## src/sv/sljp_pkg.sv

```systemverilog
package sljp_pkg;

   localparam int unsigned PAYLOAD_LIMIT_DEFAULT = 512;

   localparam int unsigned MAX_LEN_W   = 10;
   localparam int unsigned INTERVAL_W  = 8;
   localparam int unsigned HB_COUNT_W  = 32;
   localparam int unsigned BYTE_W      = 8;
   localparam int unsigned INDEX_W     = 9;
   localparam int unsigned FRAME_LEN_W = 16;
   localparam int unsigned KIND_W      = 3;

   localparam int unsigned CSR_DATA_W = 32;
   localparam int unsigned CSR_ADDR_W = 3;
   // tdata: 82 field bits padded to 88
   localparam int unsigned TDATA_W = 88;
   localparam int unsigned TPAD_W  = 6;

   localparam logic [BYTE_W-1:0] SYNC_FIRST  = 8'h55;
   localparam logic [BYTE_W-1:0] SYNC_SECOND = 8'hAA;
   localparam logic [BYTE_W-1:0] HEARTBEAT_CMD = 8'h00;

   localparam logic [MAX_LEN_W-1:0]  MAX_LEN_RESET  = 10'd512;
   localparam logic [INTERVAL_W-1:0] INTERVAL_RESET = 8'd20;
   localparam logic [INTERVAL_W-1:0] INTERVAL_MIN   = 8'd2;

   // register index, taken from paddr[2]
   localparam logic CSR_IDX_MAX_LEN  = 1'b0;
   localparam logic CSR_IDX_INTERVAL = 1'b1;

   typedef enum logic [2:0] {
      PH_SYNC1 = 3'd0,
      PH_SYNC2 = 3'd1,
      PH_VER   = 3'd2,
      PH_CMD   = 3'd3,
      PH_LENHI = 3'd4,
      PH_LENLO = 3'd5,
      PH_DATA  = 3'd6,
      PH_CHECK = 3'd7
   } phase_type;

   typedef enum logic [KIND_W-1:0] {
      KIND_STRAY     = 3'd0,
      KIND_TOO_LONG  = 3'd1,
      KIND_PAYLOAD   = 3'd2,
      KIND_FRAME_END = 3'd3,
      KIND_HEARTBEAT = 3'd4
   } kind_type;

   typedef struct packed {
      kind_type                kind;
      logic [BYTE_W-1:0]       byte_value;
      logic [INDEX_W-1:0]      payload_index;
      logic [BYTE_W-1:0]       frame_version;
      logic [BYTE_W-1:0]       frame_command;
      logic [FRAME_LEN_W-1:0]  frame_length;
      logic                    sum_ok;
      logic [HB_COUNT_W-1:0]   heartbeat_total;
   } result_type;

   typedef struct packed {
      logic                    busy;
      logic [HB_COUNT_W-1:0]   count_next;
      logic [INTERVAL_W-1:0]   rem_next;
   } hb_status_type;

endpackage

```

## src/sv/sync_length_sum_frame_parser.sv

```systemverilog
// Frame parser for 0x55 0xAA | version | command | length (big endian, 16 bits) |
// payload | 8-bit sum. Takes one received byte per cycle on req_ while not held, and
// gives at most one result per byte on rsp_: stray bytes, oversize length, each
// payload byte, frame end with checksum status, and a heartbeat notice for a command-0
// frame whose new heartbeat total is 1 modulo an interval of at least 2. Sustained
// rate is one byte per clock while rsp_ is not stalled; a byte's result passes through
// the input register, then the output register with a one-entry skid behind it, so a
// stalled rsp_ side is absorbed for one result before req_tready drops. Writing
// heartbeat_interval holds the parser while the heartbeat count is reduced modulo the
// new interval, one counter byte per cycle; req_tready stays low in that time once a
// byte waits in the input register. Write registers only while no bytes are in flight.
module sync_length_sum_frame_parser #(
   parameter int unsigned PAYLOAD_LIMIT = sljp_pkg::PAYLOAD_LIMIT_DEFAULT
) (
   input  logic                                clock,
   input  logic                                reset,
   input  logic                                req_tvalid,
   output logic                                req_tready,
   input  logic [sljp_pkg::BYTE_W-1:0]         req_tdata,   // [7:0] rx_byte
   output logic                                rsp_tvalid,
   input  logic                                rsp_tready,
   // [7:0] byte_value, [16:8] payload_index, [24:17] frame_version,
   // [32:25] frame_command, [48:33] frame_length, [49] sum_ok,
   // [81:50] heartbeat_total, [87:82] zero
   output logic [sljp_pkg::TDATA_W-1:0]        rsp_tdata,
   output logic [sljp_pkg::KIND_W-1:0]         rsp_tuser,   // [2:0] kind
   input  logic                                csr_psel,
   input  logic                                csr_penable,
   input  logic                                csr_pwrite,
   input  logic [sljp_pkg::CSR_ADDR_W-1:0]     csr_paddr,
   input  logic [sljp_pkg::CSR_DATA_W-1:0]     csr_pwdata,
   output logic [sljp_pkg::CSR_DATA_W-1:0]     csr_prdata,
   output logic                                csr_pready
);

   logic [sljp_pkg::MAX_LEN_W-1:0]  max_len_ff;
   logic [sljp_pkg::INTERVAL_W-1:0] interval_ff;
   logic                            csr_write;
   logic                            csr_idx;
   logic                            interval_write;

   logic                         in_valid_ff;
   logic [sljp_pkg::BYTE_W-1:0]  in_byte_ff;
   logic                         accept;
   logic                         step;

   sljp_pkg::hb_status_type hb;
   logic                    hb_bump;
   logic                    res_valid;
   sljp_pkg::result_type    res;

   logic                    out_valid_ff;
   sljp_pkg::result_type    out_ff;
   logic                    skid_valid_ff;
   sljp_pkg::result_type    skid_ff;
   logic                    out_free;

   // configuration
   assign csr_pready     = 1'b1;
   assign csr_idx        = csr_paddr[2];
   assign csr_write      = csr_psel && csr_penable && csr_pwrite && csr_pready;
   assign interval_write = csr_write && (csr_idx == sljp_pkg::CSR_IDX_INTERVAL);

   always_ff @(posedge clock) begin
      if (reset) begin
         max_len_ff  <= sljp_pkg::MAX_LEN_RESET;
         interval_ff <= sljp_pkg::INTERVAL_RESET;
      end else if (csr_write) begin
         case (csr_idx)
            sljp_pkg::CSR_IDX_MAX_LEN:  max_len_ff  <= csr_pwdata[sljp_pkg::MAX_LEN_W-1:0];
            sljp_pkg::CSR_IDX_INTERVAL: interval_ff <= csr_pwdata[sljp_pkg::INTERVAL_W-1:0];
            default:                    max_len_ff  <= max_len_ff;
         endcase
      end
   end

   always_comb begin
      case (csr_idx)
         sljp_pkg::CSR_IDX_MAX_LEN:  csr_prdata = sljp_pkg::CSR_DATA_W'(max_len_ff);
         sljp_pkg::CSR_IDX_INTERVAL: csr_prdata = sljp_pkg::CSR_DATA_W'(interval_ff);
         default:                    csr_prdata = '0;
      endcase
   end

   // input register; advance only while the skid slot is free and the heartbeat counter is not busy
   assign step       = in_valid_ff && !skid_valid_ff && !hb.busy;
   assign req_tready = !in_valid_ff || step;
   assign accept     = req_tvalid && req_tready;

   always_ff @(posedge clock) begin
      if (reset) begin
         in_valid_ff <= 1'b0;
      end else if (accept) begin
         in_valid_ff <= 1'b1;
      end else if (step) begin
         in_valid_ff <= 1'b0;
      end
   end

   always_ff @(posedge clock) begin
      if (accept) begin
         in_byte_ff <= req_tdata;
      end
   end

   sljp_parser #(
      .PAYLOAD_LIMIT (PAYLOAD_LIMIT)
   ) u_parser (
      .clock     (clock),
      .reset     (reset),
      .step      (step),
      .rx_byte   (in_byte_ff),
      .max_len   (max_len_ff),
      .interval  (interval_ff),
      .hb        (hb),
      .hb_bump   (hb_bump),
      .res_valid (res_valid),
      .res       (res)
   );

   sljp_hb_count u_hb_count (
      .clock    (clock),
      .reset    (reset),
      .interval (interval_ff),
      .start    (interval_write),
      .bump     (hb_bump),
      .status   (hb)
   );

   // output register with skid
   assign out_free = !out_valid_ff || rsp_tready;

   always_ff @(posedge clock) begin
      if (reset) begin
         out_valid_ff  <= 1'b0;
         skid_valid_ff <= 1'b0;
      end else if (out_free) begin
         out_valid_ff  <= skid_valid_ff || res_valid;
         skid_valid_ff <= 1'b0;
      end else if (res_valid) begin
         skid_valid_ff <= 1'b1;
      end
   end

   always_ff @(posedge clock) begin
      if (out_free) begin
         out_ff <= skid_valid_ff ? skid_ff : res;
      end else if (res_valid) begin
         skid_ff <= res;
      end
   end

   assign rsp_tvalid = out_valid_ff;
   assign rsp_tuser  = out_ff.kind;
   assign rsp_tdata  = {{sljp_pkg::TPAD_W{1'b0}}, out_ff.heartbeat_total, out_ff.sum_ok,
                        out_ff.frame_length, out_ff.frame_command, out_ff.frame_version,
                        out_ff.payload_index, out_ff.byte_value};

endmodule

```

## src/sv/sljp_hb_count.sv

```systemverilog
// Heartbeat counter with its remainder modulo the interval kept alongside.
// A new interval restarts the remainder from the count, one byte per cycle.
module sljp_hb_count (
   input  logic                                 clock,
   input  logic                                 reset,
   input  logic [sljp_pkg::INTERVAL_W-1:0]      interval,
   input  logic                                 start,
   input  logic                                 bump,
   output sljp_pkg::hb_status_type              status
);

   localparam int unsigned STEPS   = sljp_pkg::HB_COUNT_W / sljp_pkg::BYTE_W;
   localparam int unsigned STEP_W  = $clog2(STEPS);
   localparam int unsigned REM_W   = sljp_pkg::INTERVAL_W;

   logic [sljp_pkg::HB_COUNT_W-1:0] count_ff, count_in;
   logic [REM_W-1:0]                rem_ff, rem_in;
   logic                            busy_ff, busy_in;
   logic [STEP_W-1:0]               step_ff, step_in;
   logic [sljp_pkg::HB_COUNT_W-1:0] shift_ff, shift_in;

   logic [REM_W:0]   rem_inc;
   logic [REM_W-1:0] rem_wrap;
   logic [REM_W:0]   rem_work;

   assign rem_inc  = {1'b0, rem_ff} + 1'b1;
   assign rem_wrap = (rem_inc == {1'b0, interval}) ? '0 : rem_inc[REM_W-1:0];

   // eight restoring steps on the top byte of the shift register
   always_comb begin
      rem_work = {1'b0, rem_ff};
      for (int i = sljp_pkg::BYTE_W - 1; i >= 0; i--) begin
         rem_work = {rem_work[REM_W-1:0], shift_ff[sljp_pkg::HB_COUNT_W - sljp_pkg::BYTE_W + i]};
         if (rem_work >= {1'b0, interval}) begin
            rem_work = rem_work - {1'b0, interval};
         end
      end
   end

   always_comb begin
      count_in = count_ff;
      rem_in   = rem_ff;
      busy_in  = busy_ff;
      step_in  = step_ff;
      shift_in = shift_ff;
      if (start) begin
         busy_in  = 1'b1;
         step_in  = '0;
         rem_in   = '0;
         shift_in = count_ff;
      end else if (busy_ff) begin
         rem_in   = rem_work[REM_W-1:0];
         shift_in = shift_ff << sljp_pkg::BYTE_W;
         step_in  = step_ff + 1'b1;
         if (step_ff == STEP_W'(STEPS - 1)) begin
            busy_in = 1'b0;
         end
      end else if (bump) begin
         count_in = count_ff + 1'b1;
         rem_in   = rem_wrap;
      end
   end

   always_ff @(posedge clock) begin
      if (reset) begin
         count_ff <= '0;
         rem_ff   <= '0;
         busy_ff  <= 1'b0;
         step_ff  <= '0;
      end else begin
         count_ff <= count_in;
         rem_ff   <= rem_in;
         busy_ff  <= busy_in;
         step_ff  <= step_in;
      end
   end

   always_ff @(posedge clock) begin
      shift_ff <= shift_in;
   end

   assign status.busy       = busy_ff;
   assign status.count_next = count_ff + 1'b1;
   assign status.rem_next   = rem_wrap;

endmodule

```

## src/sv/sljp_parser.sv

```systemverilog
// Per-byte frame parser: one byte per step, at most one result per step.
module sljp_parser #(
   parameter int unsigned PAYLOAD_LIMIT = sljp_pkg::PAYLOAD_LIMIT_DEFAULT
) (
   input  logic                               clock,
   input  logic                               reset,
   input  logic                               step,
   input  logic [sljp_pkg::BYTE_W-1:0]        rx_byte,
   input  logic [sljp_pkg::MAX_LEN_W-1:0]     max_len,
   input  logic [sljp_pkg::INTERVAL_W-1:0]    interval,
   input  sljp_pkg::hb_status_type            hb,
   output logic                               hb_bump,
   output logic                               res_valid,
   output sljp_pkg::result_type               res
);

   localparam int unsigned REG_MAX   = (1 << sljp_pkg::MAX_LEN_W) - 1;
   localparam int unsigned LEN_LIMIT = (PAYLOAD_LIMIT < REG_MAX) ? PAYLOAD_LIMIT : REG_MAX;
   localparam int unsigned LEN_W     = $clog2(LEN_LIMIT + 1);
   localparam int unsigned CMP_W     = sljp_pkg::FRAME_LEN_W + 1;

   sljp_pkg::phase_type phase_ff, phase_in;
   logic [sljp_pkg::BYTE_W-1:0] sum_ff, sum_in;
   logic [sljp_pkg::BYTE_W-1:0] version_ff, version_in;
   logic [sljp_pkg::BYTE_W-1:0] command_ff, command_in;
   logic [sljp_pkg::BYTE_W-1:0] len_high_ff, len_high_in;
   logic [LEN_W-1:0]            held_len_ff, held_len_in;
   logic [LEN_W-1:0]            count_ff, count_in;

   logic [sljp_pkg::BYTE_W-1:0]      sum_add;
   logic [sljp_pkg::FRAME_LEN_W-1:0] len_rx;
   logic [CMP_W-1:0]                 limit;
   logic                             len_zero;
   logic                             len_over;
   logic [LEN_W-1:0]                 count_inc;
   logic                             last_payload;
   logic [sljp_pkg::FRAME_LEN_W-1:0] held_len_ext;
   logic [sljp_pkg::FRAME_LEN_W-1:0] count_ext;
   logic                             sum_match;
   logic                             is_heartbeat;
   logic                             hb_notice;

   assign sum_add      = sum_ff + rx_byte;
   assign len_rx       = {len_high_ff, rx_byte};
   assign limit        = (CMP_W'(max_len) > CMP_W'(PAYLOAD_LIMIT))
                         ? CMP_W'(PAYLOAD_LIMIT) : CMP_W'(max_len);
   assign len_zero     = (len_rx == '0);
   assign len_over     = (CMP_W'(len_rx) > limit);
   assign count_inc    = count_ff + 1'b1;
   assign last_payload = (count_inc == held_len_ff);
   assign held_len_ext = sljp_pkg::FRAME_LEN_W'(held_len_ff);
   assign count_ext    = sljp_pkg::FRAME_LEN_W'(count_ff);
   assign sum_match    = (sum_ff == rx_byte);
   assign is_heartbeat = (command_ff == sljp_pkg::HEARTBEAT_CMD);
   assign hb_notice    = (interval >= sljp_pkg::INTERVAL_MIN) && (hb.rem_next == 8'd1);

   // next state
   always_comb begin
      phase_in = phase_ff;
      if (step) begin
         case (phase_ff)
            sljp_pkg::PH_SYNC1: begin
               if (rx_byte == sljp_pkg::SYNC_FIRST) phase_in = sljp_pkg::PH_SYNC2;
            end
            sljp_pkg::PH_SYNC2: begin
               if (rx_byte == sljp_pkg::SYNC_SECOND) begin
                  phase_in = sljp_pkg::PH_VER;
               end else if (rx_byte != sljp_pkg::SYNC_FIRST) begin
                  phase_in = sljp_pkg::PH_SYNC1;
               end
            end
            sljp_pkg::PH_VER:   phase_in = sljp_pkg::PH_CMD;
            sljp_pkg::PH_CMD:   phase_in = sljp_pkg::PH_LENHI;
            sljp_pkg::PH_LENHI: phase_in = sljp_pkg::PH_LENLO;
            sljp_pkg::PH_LENLO: begin
               if (len_zero) begin
                  phase_in = sljp_pkg::PH_CHECK;
               end else if (len_over) begin
                  phase_in = sljp_pkg::PH_SYNC1;
               end else begin
                  phase_in = sljp_pkg::PH_DATA;
               end
            end
            sljp_pkg::PH_DATA: begin
               if (last_payload) phase_in = sljp_pkg::PH_CHECK;
            end
            sljp_pkg::PH_CHECK: phase_in = sljp_pkg::PH_SYNC1;
            default:            phase_in = sljp_pkg::PH_SYNC1;
         endcase
      end
   end

   // datapath and results
   always_comb begin
      sum_in      = sum_ff;
      version_in  = version_ff;
      command_in  = command_ff;
      len_high_in = len_high_ff;
      held_len_in = held_len_ff;
      count_in    = count_ff;
      hb_bump     = 1'b0;
      res_valid   = 1'b0;
      res         = '0;
      if (step) begin
         case (phase_ff)
            sljp_pkg::PH_SYNC1: begin
               if (rx_byte == sljp_pkg::SYNC_FIRST) begin
                  sum_in = rx_byte;
               end else begin
                  res_valid      = 1'b1;
                  res.kind       = sljp_pkg::KIND_STRAY;
                  res.byte_value = rx_byte;
               end
            end
            sljp_pkg::PH_SYNC2: begin
               if (rx_byte == sljp_pkg::SYNC_SECOND) begin
                  sum_in = sum_add;
               end else if (rx_byte != sljp_pkg::SYNC_FIRST) begin
                  res_valid      = 1'b1;
                  res.kind       = sljp_pkg::KIND_STRAY;
                  res.byte_value = rx_byte;
               end
            end
            sljp_pkg::PH_VER: begin
               version_in = rx_byte;
               sum_in     = sum_add;
            end
            sljp_pkg::PH_CMD: begin
               command_in = rx_byte;
               sum_in     = sum_add;
            end
            sljp_pkg::PH_LENHI: begin
               len_high_in = rx_byte;
               sum_in      = sum_add;
            end
            sljp_pkg::PH_LENLO: begin
               sum_in   = sum_add;
               count_in = '0;
               if (len_zero) begin
                  held_len_in = '0;
               end else if (len_over) begin
                  res_valid         = 1'b1;
                  res.kind          = sljp_pkg::KIND_TOO_LONG;
                  res.frame_version = version_ff;
                  res.frame_command = command_ff;
                  res.frame_length  = len_rx;
               end else begin
                  held_len_in = LEN_W'(len_rx);
               end
            end
            sljp_pkg::PH_DATA: begin
               sum_in            = sum_add;
               count_in          = count_inc;
               res_valid         = 1'b1;
               res.kind          = sljp_pkg::KIND_PAYLOAD;
               res.byte_value    = rx_byte;
               res.payload_index = count_ext[sljp_pkg::INDEX_W-1:0];
               res.frame_version = version_ff;
               res.frame_command = command_ff;
               res.frame_length  = held_len_ext;
            end
            sljp_pkg::PH_CHECK: begin
               res.frame_version = version_ff;
               res.frame_command = command_ff;
               res.frame_length  = held_len_ext;
               res.sum_ok        = sum_match;
               if (is_heartbeat) begin
                  hb_bump             = 1'b1;
                  res_valid           = hb_notice;
                  res.kind            = sljp_pkg::KIND_HEARTBEAT;
                  res.heartbeat_total = hb.count_next;
               end else begin
                  res_valid = 1'b1;
                  res.kind  = sljp_pkg::KIND_FRAME_END;
               end
            end
            default: begin
               res_valid = 1'b0;
            end
         endcase
      end
   end

   always_ff @(posedge clock) begin
      if (reset) begin
         phase_ff    <= sljp_pkg::PH_SYNC1;
         sum_ff      <= '0;
         version_ff  <= '0;
         command_ff  <= '0;
         len_high_ff <= '0;
         held_len_ff <= '0;
         count_ff    <= '0;
      end else begin
         phase_ff    <= phase_in;
         sum_ff      <= sum_in;
         version_ff  <= version_in;
         command_ff  <= command_in;
         len_high_ff <= len_high_in;
         held_len_ff <= held_len_in;
         count_ff    <= count_in;
      end
   end

endmodule

```

## config.mk

```make
export PLATFORM = sky130hd
export DESIGN_NAME = sync_length_sum_frame_parser
export DESIGN_NICKNAME = d
export VERILOG_FILES = /design/src/sv/sljp_pkg.sv /design/src/sv/sync_length_sum_frame_parser.sv /design/src/sv/sljp_hb_count.sv /design/src/sv/sljp_parser.sv
export SDC_FILE = /design/constraint.sdc
export NUM_CORES = 1
export LEC_CHECK = 0
export BUFFER_PORTS_ARGS = -buffer_cell sky130_fd_sc_hd__buf_2
export CAP_MARGIN = 30
export CORE_MARGIN = 10
export CORE_UTILIZATION = 45
export CTS_BUF_LIST = sky130_fd_sc_hd__clkbuf_4
export DETAILED_ROUTE_END_ITERATION = 16
export PLACE_DENSITY_LB_ADDON = 0.25
export SYNTH_ARGS = -nofsm -noshare
export SYNTH_HDL_FRONTEND = slang
export SYNTH_SLANG_ARGS = --single-unit
```

## constraint.sdc

```tcl
create_clock -name clock -period 33.6 [get_ports clock]
set_input_delay 5.04 -clock clock [delete_from_list [all_inputs] [get_ports clock]]
set_output_delay 5.04 -clock clock [all_outputs]
set_load 0.05 [all_outputs]
```

==> flow_summary.json <==
{
  "status": "finished clean",
  "crit_path_end_kind": "register",
  "crit_type": "reg2reg",
  "critPathLaunchType": "register",
  "grt_max_degree": 62,
  "place_area_sq_um": 19570,
  "wl_per_cell_um": 18.33,
  "cts.clk_slew.worst_paths_ns": 0.06,
  "fillerInstances": 3777,
  "max_clock_freq_mhz": 51.74,
  "via_per_inst": 5.547,
  "multiInputGateArea_sq_um": 9184,
  "fin_area_sq_um": 20810,
  "grt_overflow": 0,
  "synth_edf_count": 210,
  "fin_crit_ns": 19.33,
  "holdPathEnd": "interval_ff[7]",
  "synth.yosys.seq_area_share": 0.4679,
  "finalMaxSlewViolations": 0,
  "grt_pass1_vias": 14380,
  "r2r-start": "interval_ff[3]",
  "drv_cap": 0,
  "place.gp.congestion": 0.8996,
  "rows": 74,
  "relSlewSlack": 0.3404,
  "cts_tree": "yes",
  "initial_core_util": 0.4548,
  "area_delta_synth_final_pct": 12.07,
  "io_pins": 176,
  "finalClockSkew_ns": 0.06061,
  "portBuffers": 122,
  "drc": 0,
  "cts_setup_buffers": 0,
  "drive_above_1_share": 0.1745,
  "vias": 14540,
  "yosys_register_bits": 329,
  "finalHoldViolCount": 0,
  "global_route.usage.total": 0.1864,
  "drt-initial-drc-count": 1032,
  "cp_max_fo": 17,
  "antenna_found_initial": 12,
  "syn_area_sq_um": 18570,
  "cp_slowest_stage_delay_ns": 0.62,
  "critPathRequiredTime_ns": 34.27,
  "hold_ws_ns": 0.4749,
  "fin_nets": 2150,
  "clock-sinks": 329,
  "reg2reg_to": "u_hb_count.rem_ff[0]",
  "routed_wl_um": 48040,
  "grt_pass1_wl_um": 76170,
  "first_pass_iters": 5,
  "arrival_ns": 20.00,
  "core_area_sq_um": 40830,
  "rsz0062_at_grt": "no",
  "cts_root_buf": "clkbuf_4",
  "layout.area.seq_sq_um": 8692,
  "worstSkewPairLatency_ns": 0.79,
  "crit_slowest_cell": "nor2_1",
  "setup_violations": 0,
  "hold_depth": 2,
  "tns_ns": 0,
  "clock_path_buffers": 3,
  "ctsHoldBuffers": 0,
  "numCtsBuffers": 88,
  "htree_num_levels": 3,
  "min_path_type": "reg2reg",
  "tightest_slew_ns": 0.9857,
  "synth_cell_type_count": 88,
  "hpwl_um": 33060,
  "rr_worst_depth": 80,
  "avgSynthCellArea_sq_um": 9.979,
  "finalCritPeriodShare": 0.5752,
  "netlist_instances": 1861,
  "ff2ff_setup_slack_ns": 14.27,
  "dieHeight_um": 223.1,
  "die_x_um": 223.1,
  "crit_top_cell": "o21ai_0",
  "worstHoldStart": "interval_ff[7]",
  "postSynth.asyncResetShare": 0,
  "cts_resized": 0,
  "ant_nets": 0,
  "die-area_sq_um": 49790,
  "yosys_warnings": 0,
  "fin_util": 0.5097,
  "synth_ff_type": "edfxtp_1"
}
-- how the worst max path moves through the flow --
| stage | from | end | slack (ns) | depth (start not counted) |
|---|---|---|---|---|
| detailed placement | interval_ff[3] | u_hb_count.rem_ff[0] | 14.56 | 78 |
| global route | interval_ff[3] | u_hb_count.rem_ff[7] | 12.68 | 81 |
| global placement | interval_ff[3] | u_hb_count.rem_ff[0] | 14.79 | 78 |
| finish | interval_ff[3] | u_hb_count.rem_ff[0] | 14.27 | 80 |
| floorplan | interval_ff[1] | u_hb_count.rem_ff[0] | 17.22 | 81 |
| CTS | interval_ff[3] | u_hb_count.rem_ff[0] | 14.53 | 78 |
-- critical path: cells and delay by family (launching register included) --
family                   cells  cell delay (ns)
buffers and inverters        6             0.83
adder cells (fa/ha/maj)      8             2.47
multiplexers                 6             2.09
AND/OR/NAND/NOR             14             2.87
flip-flops                   1             0.35
AO/OA/AOI/OAI               46            10.58
-- metrics by stage --
| step | instances | setup WS, ns |
|---|---|---|
| detailed placement | 2448 | 14.56 |
| global placement | 2446 | 14.79 |
| finish | 2621 | 14.27 |
| floorplan | 1888 | 17.22 |
| global route | 2614 | 12.68 |
| CTS | 2612 | 14.53 |
-- Yosys cell counts, drive strengths merged (13+ instances only) --
| library cell | instances | area [sq um] |
|---|---|---|
| xor2 | 61 | 534.3 |
| and3 | 24 | 150.1 |
| nor3 | 22 | 126.4 |
| dfxtp | 119 | 2382 |
| o21ai | 80 | 404.1 |
| a21o | 72 | 540.5 |
| nand4 | 22 | 137.6 |
| or3 | 21 | 131.4 |
| nand3 | 39 | 195.2 |
| edfxtp | 210 | 6306 |
| xnor2 | 51 | 446.7 |
| a211oi | 13 | 107.6 |
| inv | 68 | 255.2 |
| a22oi | 13 | 97.59 |
| mux2i | 50 | 500.5 |
| a22o | 26 | 227.7 |
| buf | 38 | 272.8 |
| a21oi | 97 | 489.2 |
| clkbuf | 75 | 284.0 |
| nand2b | 18 | 112.6 |
| o21a | 23 | 172.7 |
| ha | 85 | 1064 |
| nor4 | 13 | 81.33 |
| nor2 | 186 | 708.2 |
| nand2 | 204 | 770.7 |
| mux2 | 33 | 371.6 |
| nor2b | 22 | 137.6 |
| and2 | 45 | 284.0 |
-- cell type report --
cell class / count / share of cell area
clock buffers: 144 / 0.05194
diodes: 9 / 0.001082
repair buffers: 141 / 0.03691
flip-flops and latches: 329 / 0.4176
inverters: 70 / 0.01262
well taps: 532 / 0.03198
multi-input cells: 1376 / 0.4413
clock inverters: 20 / 0.006553
-- per-layer routing --
metal  vias to the layer above  routed length (um)  track usage
met5                         -                  27            0
met4                         4                 695      0.05580
met3                        55                3575      0.04916
met2                       465               21720       0.2880
met1                      6991               22020       0.2505
li1                       7024                   -            -
-- cells in the final DEF (no fill, tap or decap), drive strengths merged, types with 22 or more instances in the layout --
| cell type | Yosys | final |
|---|---|---|
| and2 | 45 | 45 |
| dfxtp | 119 | 119 |
| xnor2 | 51 | 51 |
| nand4 | 22 | 22 |
| mux2 | 33 | 33 |
| clkbuf | 75 | 144 |
| nor2 | 186 | 186 |
| a21o | 72 | 72 |
| inv | 68 | 70 |
| o21ai | 80 | 80 |
| nand3 | 39 | 39 |
| and3 | 24 | 24 |
| a22o | 26 | 26 |
| ha | 85 | 85 |
| conb | 2 | 29 |
| buf | 38 | 141 |
| mux2i | 50 | 50 |
| nand2 | 204 | 204 |
| edfxtp | 210 | 210 |
| o21a | 23 | 23 |
| nor3 | 22 | 22 |
| nor2b | 22 | 22 |
| xor2 | 61 | 61 |
| a21oi | 97 | 97 |
-- registers in the layout, indices dropped and copies added, names as in the netlist, 8 cells and up --
signal,cells
skid_ff,85
u_parser.sum_ff,8
u_parser.len_high_ff,8
in_byte_ff,8
u_hb_count.shift_ff,32
u_hb_count.count_ff,32
u_parser.held_len_ff,10
rsp_tdata,82
u_hb_count.rem_ff,8
u_parser.command_ff,8
u_parser.version_ff,8
u_parser.count_ff,10
max_len_ff,10
interval_ff,8
-- kinds of logic (layout without fill, tap and decap cells) --
kind of cell | Yosys count | count (layout) | share of synthesized area
AO/OA/AOI/OAI | 410 | 410 | 0.1544
XOR/XNOR | 112 | 112 | 0.05282
adder cells (fa/ha/maj) | 94 | 94 | 0.06697
buffers and inverters | 183 | 375 | 0.04413
flip-flops | 329 | 329 | 0.4679
multiplexers | 83 | 83 | 0.04696
other | 2 | 38 | 0.0004044
AND/OR/NAND/NOR | 648 | 648 | 0.1665
Power is left out: the tool's default activity adds up to more than one toggle a clock period on the data nets, which glitch-free logic cannot reach.
